<file path="src/rtl/bdrl_pkg.sv">
// ----------------------------------------------------------------------------
// bdrl_pkg: shared types for the button debounce / remote latch block
// Button codes, the input beat and the result beat as packed structs.
// ----------------------------------------------------------------------------
package bdrl_pkg;

  typedef enum logic [1:0] {
    BTN_NONE  = 2'd0,
    BTN_OPEN  = 2'd1,
    BTN_CLOSE = 2'd2,
    BTN_BOTH  = 2'd3
  } bdrl_code_t;

  localparam logic [15:0] SETTLE_MS_RESET = 16'd50;

  typedef struct packed {
    logic        open_level;
    logic        close_level;
    logic        remote_valid;
    logic [31:0] remote_code;
    logic [31:0] now_ms;
    logic        consume_signal;
  } bdrl_item_t;

  typedef struct packed {
    bdrl_code_t  debounced_button;
    bdrl_code_t  last_press;
    logic [31:0] last_press_time;
    logic        remote_pending;
    logic [31:0] latest_remote_code;
    logic [31:0] remote_time;
    logic [31:0] idle_ms;
  } bdrl_result_t;

endpackage

</file>
<file path="src/rtl/bdrl_core.sv">
// ----------------------------------------------------------------------------
// bdrl_core: debounce state and per-poll evaluation
// Holds the debounce, press and remote state; evaluates one poll per enable.
// ----------------------------------------------------------------------------
module bdrl_core
  import bdrl_pkg::*;
(
  input  logic         clk,
  input  logic         rst,
  input  logic         cfg_we,
  input  logic [15:0]  cfg_wdata,
  input  logic         step,
  input  bdrl_item_t   item,
  output bdrl_result_t result
);

  logic [15:0] settle_ms;
  bdrl_code_t  raw_code;
  logic [31:0] edge_time;
  bdrl_code_t  stable_code;
  bdrl_code_t  press_code;
  logic [31:0] press_time;
  logic [31:0] remote_latch;
  logic [31:0] remote_stamp;
  logic        fresh_flag;

  bdrl_code_t  code;
  logic [31:0] edge_time_next;
  bdrl_code_t  stable_code_next;
  bdrl_code_t  press_code_next;
  logic [31:0] press_time_next;
  logic [31:0] remote_latch_next;
  logic [31:0] remote_stamp_next;
  logic        fresh_report;
  logic        fresh_flag_next;
  logic [31:0] held_ms;
  logic [31:0] latest;
  logic        settle;

  always_comb begin
    code              = bdrl_code_t'({item.close_level, item.open_level});
    remote_latch_next = item.remote_valid ? item.remote_code : remote_latch;
    remote_stamp_next = item.remote_valid ? item.now_ms : remote_stamp;
    fresh_report      = item.remote_valid | fresh_flag;
    fresh_flag_next   = fresh_report & ~item.consume_signal;

    // restart the edge timer on any change of the raw code
    edge_time_next = (code != raw_code) ? item.now_ms : edge_time;
    held_ms        = item.now_ms - edge_time_next;
    settle         = (stable_code != code) && (held_ms > {16'd0, settle_ms});

    stable_code_next = settle ? code : stable_code;
    press_code_next  = press_code;
    press_time_next  = press_time;
    if (settle && code != BTN_NONE) begin
      press_code_next = code;
      press_time_next = item.now_ms;
    end

    latest = (remote_stamp_next > press_time_next) ? remote_stamp_next : press_time_next;

    result.debounced_button   = stable_code_next;
    result.last_press         = press_code_next;
    result.last_press_time    = press_time_next;
    result.remote_pending     = fresh_report;
    result.latest_remote_code = remote_latch_next;
    result.remote_time        = remote_stamp_next;
    result.idle_ms            = (stable_code_next != BTN_NONE) ? 32'd0 : item.now_ms - latest;
  end

  always_ff @(posedge clk) begin
    if (rst) begin
      settle_ms      <= SETTLE_MS_RESET;
      raw_code       <= BTN_NONE;
      edge_time      <= 32'd0;
      stable_code    <= BTN_NONE;
      press_code     <= BTN_NONE;
      press_time     <= 32'd0;
      remote_latch   <= 32'd0;
      remote_stamp   <= 32'd0;
      fresh_flag     <= 1'b0;
    end else begin
      if (cfg_we) begin
        settle_ms <= cfg_wdata;
      end
      if (step) begin
        raw_code     <= code;
        edge_time    <= edge_time_next;
        stable_code  <= stable_code_next;
        press_code   <= press_code_next;
        press_time   <= press_time_next;
        remote_latch <= remote_latch_next;
        remote_stamp <= remote_stamp_next;
        fresh_flag   <= fresh_flag_next;
      end
    end
  end

endmodule

</file>
<file path="src/rtl/button_debounce_remote_latch_top.sv">
// ----------------------------------------------------------------------------
// button_debounce_remote_latch_top: timed button debouncer with remote latch
// Path: input register, core, result register.
// Throughput: one poll per cycle while out_stall is low; each register holds
// one beat, so a poll is taken while a result waits if the input one is free.
// Reset (rst, synchronous): empties both registers, clears all debounce,
// press and remote state, and loads the 50 ms debounce delay.
// ----------------------------------------------------------------------------
module button_debounce_remote_latch_top
  import bdrl_pkg::*;
(
  input  logic        clk,
  input  logic        rst,
  // configuration: debounce delay in ms
  input  logic        cfg_we,
  input  logic [15:0] cfg_wdata,
  // poll channel
  input  logic        in_valid,
  output logic        in_stall,
  input  logic        open_level,
  input  logic        close_level,
  input  logic        remote_valid,
  input  logic [31:0] remote_code,
  input  logic [31:0] now_ms,
  input  logic        consume_signal,
  // result channel
  output logic        out_valid,
  input  logic        out_stall,
  output logic [1:0]  debounced_button,
  output logic [1:0]  last_press,
  output logic [31:0] last_press_time,
  output logic        remote_pending,
  output logic [31:0] latest_remote_code,
  output logic [31:0] remote_time,
  output logic [31:0] idle_ms
);

  logic         in_reg_valid;
  bdrl_item_t   in_reg;
  bdrl_result_t result;
  bdrl_result_t out_reg;
  logic         advance;

  // Move the held poll into the result register when that register is free
  // or its beat is being taken this cycle.
  assign advance  = in_reg_valid && (!out_valid || !out_stall);
  // Stall the poll side only when the input register is full and cannot move.
  assign in_stall = in_reg_valid && !advance;

  // Evaluate the held poll; debounce, press and remote state update only on the cycle it moves on.
  bdrl_core u_core (
    .clk       (clk),
    .rst       (rst),
    .cfg_we    (cfg_we),
    .cfg_wdata (cfg_wdata),
    .step      (advance),
    .item      (in_reg),
    .result    (result)
  );

  always_ff @(posedge clk) begin
    if (rst) begin
      in_reg_valid <= 1'b0;
      out_valid    <= 1'b0;
    end else begin
      // input register: load on accept, drop when it advances
      if (in_valid && !in_stall) begin
        in_reg_valid <= 1'b1;
      end else if (advance) begin
        in_reg_valid <= 1'b0;
      end
      // result register: load on advance, drop once the beat is taken
      if (advance) begin
        out_valid <= 1'b1;
      end else if (!out_stall) begin
        out_valid <= 1'b0;
      end
    end
  end

  // payload registers: no reset needed
  always_ff @(posedge clk) begin
    if (in_valid && !in_stall) begin
      in_reg.open_level     <= open_level;
      in_reg.close_level    <= close_level;
      in_reg.remote_valid   <= remote_valid;
      in_reg.remote_code    <= remote_code;
      in_reg.now_ms         <= now_ms;
      in_reg.consume_signal <= consume_signal;
    end
    if (advance) begin
      out_reg <= result;
    end
  end

  assign debounced_button   = out_reg.debounced_button;
  assign last_press         = out_reg.last_press;
  assign last_press_time    = out_reg.last_press_time;
  assign remote_pending     = out_reg.remote_pending;
  assign latest_remote_code = out_reg.latest_remote_code;
  assign remote_time        = out_reg.remote_time;
  assign idle_ms            = out_reg.idle_ms;

endmodule

</file>
<file path="config.mk">
export PLATFORM = sky130hd
export DESIGN_NAME = button_debounce_remote_latch_top
export DESIGN_NICKNAME = d
export VERILOG_FILES = /design/src/rtl/bdrl_pkg.sv /design/src/rtl/bdrl_core.sv /design/src/rtl/button_debounce_remote_latch_top.sv
export SDC_FILE = /design/constraint.sdc
export NUM_CORES = 1
export LEC_CHECK = 0
export BUFFER_PORTS_ARGS = -buffer_cell sky130_fd_sc_hd__clkbuf_2
export CAP_MARGIN = 5
export CORE_MARGIN = 2
export CORE_UTILIZATION = 53
export DETAILED_ROUTE_END_ITERATION = 7
export PLACE_DENSITY_LB_ADDON = 0.1
export SLEW_MARGIN = 15
export SYNTH_ARGS = -nofsm -noshare
export SYNTH_HDL_FRONTEND = slang
export SYNTH_SLANG_ARGS = --single-unit
export TNS_END_PERCENT = 30
</file>
<file path="constraint.sdc">
create_clock -name clk -period 12.85 [get_ports clk]
set_clock_uncertainty 0.2 [all_clocks]
set_input_delay 1.9275 -clock clk [delete_from_list [all_inputs] [get_ports clk]]
set_output_delay 1.9275 -clock clk [all_outputs]
set_load 0.02 [all_outputs]
</file>
; ---- After elaboration in Yosys (flattened, before gate mapping)
; Index checks and enable logic that the tools add are counted.
; Widths: inputs -> output; s select.
[word_totals]
ff_bits = 354
in_bits = 89
output_inout_bits = 135
word_cells = 58
[classes]
add_sub_neg = 2
n_lt_le_gt_ge = 2
eq_ne = 3
muxes = 11
n_bitwise = 3
reduce_logical = 13
[ops]
columns = cell, count
row1 = $mux 32, 5
row2 = $sub 32x32->32, 2
row3 = $gt 32x16->1, 1
row4 = $gt 32x32->1, 1
row5 = $reduce_bool 2->1, 3
row6 = $logic_and 1x1->1, 5
row7 = $logic_not 1->1, 4
row8 = $mux 1, 4
row9 = $mux 2, 2
row10 = $ne 2x2->1, 2
row11 = $ne 2x1->1 const B, 1
row12 = $and 1x1->1, 1
row13 = $logic_or 1x1->1, 1
row14 = $not 1->1, 1
row15 = $or 1x1->1, 1

; ---- Logic depth before layout (Yosys ltp)
[depth]
ltp_word = 10
ltp_mapped = 67
ltp_nobuf = 62

; ---- Cells and area by module
; A second synthesis with hierarchy kept.
[hier_totals]
cells_unflattened = 1736
hier_area_um2 = 18171.2
[by_module_without_submodules]
columns = mod, n_inst, cells_each, area_per_inst_um2, seq_area_each_um2
row1 = bdrl_core, 1, 1525, 12049.1, 3022.9
row2 = button_debounce_remote_latch_top, 1, 211, 6122.1, 6075.8

; ---- Worst setup path after synthesis
; OpenSTA, ideal clock, no wires.
[synth_path]
path_kind = register -> register
startpoint = reg in_reg[66] in the netlist's numbering
endpoint = reg out_reg, in the netlist idle_ms[26], data pin
setup_time_ns = 0.266
t_arrival_ns = 11.595
t_required_ns = 12.384
setup_slack_ns = 0.789
stages_incl_launch_ff = 64
path_buffers = 8
path_cell_list = edfxtp_1 buf_2 xor2_2 or2_1 clkbuf_1 clkbuf_1 clkbuf_1 mux2i_1 ha_1 clkbuf_1 nand3_1 or4_1 o32ai_1 a211oi_1 xnor2_1 ha_1 a211oi_1 o21ai_0 (+28 left out) inv_1 fa_1 a21o_1 a21oi_1 o21bai_1 a21oi_1 o21bai_1 a21oi_1 nor2_1 o31a_1 o211a_1 or3_1 nand2_1 o21ai_0 nor4_1 nor3_1 xnor2_1 nor2_1
[synth_between]
elab_chain_len = 10
[synth_rtl]
columns = element, line
row1 = start: declaration, button_debounce_remote_latch_top.sv:39  ; bdrl_item_t in_reg;
row2 = $ne 2x2->1, bdrl_core.sv:48  ; edge_time_next = (code != raw_code) ? item.now_ms : edge_time;
row3 = $mux 32, bdrl_core.sv:48
row4 = $sub 32x32->32, bdrl_core.sv:49  ; held_ms = item.now_ms - edge_time_next;
row5 = $gt 32x16->1, bdrl_core.sv:50  ; settle = (stable_code != code) && (held_ms > {16'd0, settle_ms});
row6 = $logic_and 1x1->1, bdrl_core.sv:50
row7 = $logic_and 1x1->1, bdrl_core.sv:55  ; if (settle && code != BTN_NONE) begin
row8 = $mux 32, bdrl_core.sv:55
row9 = $gt 32x32->1, bdrl_core.sv:60  ; latest = (remote_stamp_next > press_time_next) ? remote_stamp_next : press_time_next;
row10 = $mux 32, bdrl_core.sv:60
row11 = $sub 32x32->32, bdrl_core.sv:68  ; result.idle_ms = (stable_code_next != BTN_NONE) ? 32'd0 : item.now_ms - latest;
row12 = end signal: assignment, button_debounce_remote_latch_top.sv:92  ; out_reg <= result;
row13 = end: declaration, button_debounce_remote_latch_top.sv:41  ; bdrl_result_t out_reg;
; Several ways; a longest one is shown, not always the timed one.
; A chain may end at the register's enable or synchronous reset.

; ---- Final worst setup path
[layout_path]
startpoint = reg in_reg[66] in the netlist's numbering
endpoint = reg out_reg, in the netlist idle_ms[26], data pin
[layout_between]
elab_chain_len = 10
[layout_rtl]
columns = element, line
row1 = $ne 2x2->1 (*), bdrl_core.sv:48
row2 = $mux 32 (*), bdrl_core.sv:48
row3 = named net u_core.edge_time_next[0], bdrl_core.sv:28  ; logic [31:0] edge_time_next;
row4 = $sub 32x32->32 (*), bdrl_core.sv:49
row5 = $gt 32x16->1 (*), bdrl_core.sv:50
row6 = $logic_and 1x1->1 (*), bdrl_core.sv:50
row7 = $logic_and 1x1->1, bdrl_core.sv:55
row8 = $mux 32, bdrl_core.sv:55
row9 = $gt 32x32->1, bdrl_core.sv:60
row10 = $mux 32, bdrl_core.sv:60
row11 = $sub 32x32->32, bdrl_core.sv:68
; The timed path passes the listed nets; every way through them passes the cells marked *.

==> impl_metrics.ini <==
[detailed_routing]
vias_per_cell = 5.65
routed_via_count = 14329
antenna_violating_nets_post_route = 0
post_drt_wl_per_cell_um = 18.2
drt-pass1-iter-count = 5
drc = 0
iteration_0_drc_count_of_the_detailed_router = 996
finalWirelength_um = 46200

[timing]
tns_ns = 0
drv_slew = 0
final_hold_viol_count = 0
worst_slew_margin_rel_pct = 29.7
post-route-period-util_pct = 93.0
finalSetupViolCount = 0
timing.final.crit_period_ns = 11.96
grt_setup_unrepaired = no
fmaxAchievable_mhz = 83.6
worst_pin_slew_ns = 1.05

[critical_path]
critical_path.max_stage_delay_ns = 0.53
critical_path_sink_type = flip-flop
worst-setup-path-type = reg -> reg
crit_path_start_kind = flip-flop
timing.critical_path.arrival_ns = 12.05
crit_required_ns = 12.94
cp_slowest_cell = sky130_fd_sc_hd__edfxtp_1
critPathMaxFanout = 10

[clocking]
cts_buffers = 39
htree_levels = 2
clock_latency_ns = 0.56
clk_root_buffer_cell = sky130_fd_sc_hd__clkbuf_16
post_cts_hold_buffer_count = 0
path_clk_slew_ns = 0.06
tritoncts = built
clock_tree.buffer_depth = 3
cts.sink_count = 354

[synthesis]
synth_cells = 1841
ys.flop_type = sky130_fd_sc_hd__edfxtp_1
netlist_top_cells_area = sky130_fd_sc_hd__edfxtp_1 (33%), sky130_fd_sc_hd__dfxtp_1 (17%), sky130_fd_sc_hd__ha_1 (6.7%), sky130_fd_sc_hd__mux2i_1 (5.3%), sky130_fd_sc_hd__a211oi_1 (4.2%)
cell_area_after_technology_mapping_um2 = 18400
synthDominantAreaCellType = sky130_fd_sc_hd__edfxtp_1
post_synthesis_net_count = 2029
synth_enable_flop_cells = 201
yosys.area.top_type_share_pct = 32.8
synth_compound_gate_area_share_pct = 15.2
ys_async_sr_fraction_pct = 0
synth.yosys.warnings = 0
synth_common_cells = sky130_fd_sc_hd__edfxtp_1 (201), sky130_fd_sc_hd__nor2_1 (193), sky130_fd_sc_hd__nand2_1 (178)
area_fraction_in_and_or_nand_and_nor_cells_after_synthesis_pct = 13.8
syn-mean-instance-area_um2 = 10.0
synthMuxAreaShare_pct = 7.75
count_of_state_elements_after_synthesis = 354
post_synth_xor_area_fraction_pct = 2.67
synth_adder_area_share_pct = 6.93
synth.distinct_cells = 80
yosysMostFrequentCell = sky130_fd_sc_hd__edfxtp_1
synth_top_family_by_area = compound AO/OA/AOI/OAI gates
synth_sequential_area_ratio_pct = 49.4

[floorplanning]
boundaryPins = 224
die-height_um = 190
effective_utilization_at_floorplan_pct = 53.6
num_rows = 68
fp.dieArea_um2 = 36300
coreArea_um2 = 34400
dieWidth_um = 190

[grt]
grt_pass1_wl_um = 72800
first_global_vias = 13748
number_of_antenna_violations_at_the_first_check_in_global_routing = 0
gr-total-overflow = 0
grt_start_max_net_pins = 144
gr-usage-all-layers_pct = 25.4

[pwr]
power-per-cell-area_nw_per_um2 = 151
leakage_power_summed_over_all_cells_uw = 0.00904
power.ir.vdd_worst_mv = 0.138

[placed_design]
dpl_cell_area_um2 = 20000
placement.io_buffers = 223
place_congestion = 0.936
hpwl_um = 32500

[flow_run]
maxCapViolations = 0

[layout]
drive_gt1_share_pct = 18.9
post-route-util_pct = 62.2
fin_nets = 2238
areaGrowthSynthToFinish_pct = 16.0
largest_register_ffs = 68
area_of_all_placed_cells_without_fillers_um2 = 21400
diodes = 0
num-fill-cells = 2932

[min_path]
timing.hold.worst.class = reg -> reg

[run_status]
run_status = finished, final reports clean
power by group:
group,total (µW),switching (µW),internal (µW)
logic,826,498,328
registers,1320,41.5,1280
clock network,1080,456,627
cell usage in the layout (no fill, tap or decap), types with 17 or more instances in the layout:
| cell type | instances |
|---|---|
| sky130_fd_sc_hd__a211oi_1 | 102 |
| sky130_fd_sc_hd__xor2_1 | 17 |
| sky130_fd_sc_hd__nand3_1 | 23 |
| sky130_fd_sc_hd__mux2_2 | 37 |
| sky130_fd_sc_hd__nand2_1 | 177 |
| sky130_fd_sc_hd__buf_4 | 38 |
| sky130_fd_sc_hd__nor3_1 | 23 |
| sky130_fd_sc_hd__clkbuf_16 | 40 |
| sky130_fd_sc_hd__edfxtp_1 | 201 |
| sky130_fd_sc_hd__a21oi_1 | 121 |
| sky130_fd_sc_hd__nand4_1 | 22 |
| sky130_fd_sc_hd__inv_1 | 113 |
| sky130_fd_sc_hd__mux2i_1 | 98 |
| sky130_fd_sc_hd__clkbuf_2 | 222 |
| sky130_fd_sc_hd__dfxtp_1 | 153 |
| sky130_fd_sc_hd__o21ai_0 | 78 |
| sky130_fd_sc_hd__ha_1 | 97 |
| sky130_fd_sc_hd__nand2b_1 | 35 |
| sky130_fd_sc_hd__nor2b_1 | 27 |
| sky130_fd_sc_hd__nor2_1 | 192 |
| sky130_fd_sc_hd__xnor2_1 | 31 |
| sky130_fd_sc_hd__a21o_1 | 18 |
final cells by class:
| class | instances | area, µm² | share of cell area [%] |
|---|---|---|---|
| clock buffers | 51 | 1060 | 4.97 |
| clock inverters | 20 | 173 | 0.808 |
| inverters | 114 | 435 | 2.04 |
| multi-input cells | 1280 | 8630 | 40.3 |
| flip-flops and latches | 354 | 9100 | 42.6 |
| well taps | 455 | 569 | 2.66 |
| repair buffers | 261 | 1420 | 6.62 |
critical path: cells and delay by family, from the launching register on:
family / cells / cell delay (ns)
simple gates: 23 / 4.30
compound gates: 21 / 3.50
fa+ha+maj: 7 / 2.08
xor+xnor: 3 / 0.56
flops: 1 / 0.53
buf+inv: 4 / 0.45
mux: 1 / 0.11
per-layer routing:
metal,routed length (µm),up-vias,global-route usage [%]
li1,-,7059,-
met1,20800,6787,34.2
met2,21900,412,42.5
met3,2660,71,4.45
met4,865,0,6.11
met5,0,-,0
final timing paths:
kind / cells after the start / slack (ns) / start / to
worst max-delay path: 59 / 0.89 / in_reg[66] / idle_ms[26]
worst min-delay path: 1 / 0.23 / in_reg[0] / u_core.fresh_flag
worst max register to register: 59 / 0.89 / in_reg[66] / idle_ms[26]
worst min register to register: 1 / 0.23 / in_reg[0] / u_core.fresh_flag
stage by stage:
stage               hold WS [ns]  total power, µW  cells  worst slack (ns)
floorplan                  0.208             1940   1841             0.789
global placement           0.211             2130   2457             0.584
detailed placement         0.227             2150   2457             0.169
CTS                        0.235             3240   2528             0.142
global route               0.255             3400   2535           0.00309
finish                     0.234             3230   2535             0.894
cells by family after synthesis:
logic type                 count (synthesis)
buffers and inverters                    207
DFF                                      354
adders and majority gates                102
muxes                                    137
and+or+nand+nor                          560
xor gates and xnor gates                  52
AOI/OAI and AO/OA                        429
repair_timing:
item | 4_1_cts | 5_1_grt
setup buffers | 0 | 7
gates resized for setup | 0 | 18
setup endpoints to repair | 0 | 17
Power figures use the tool's default switching activity.
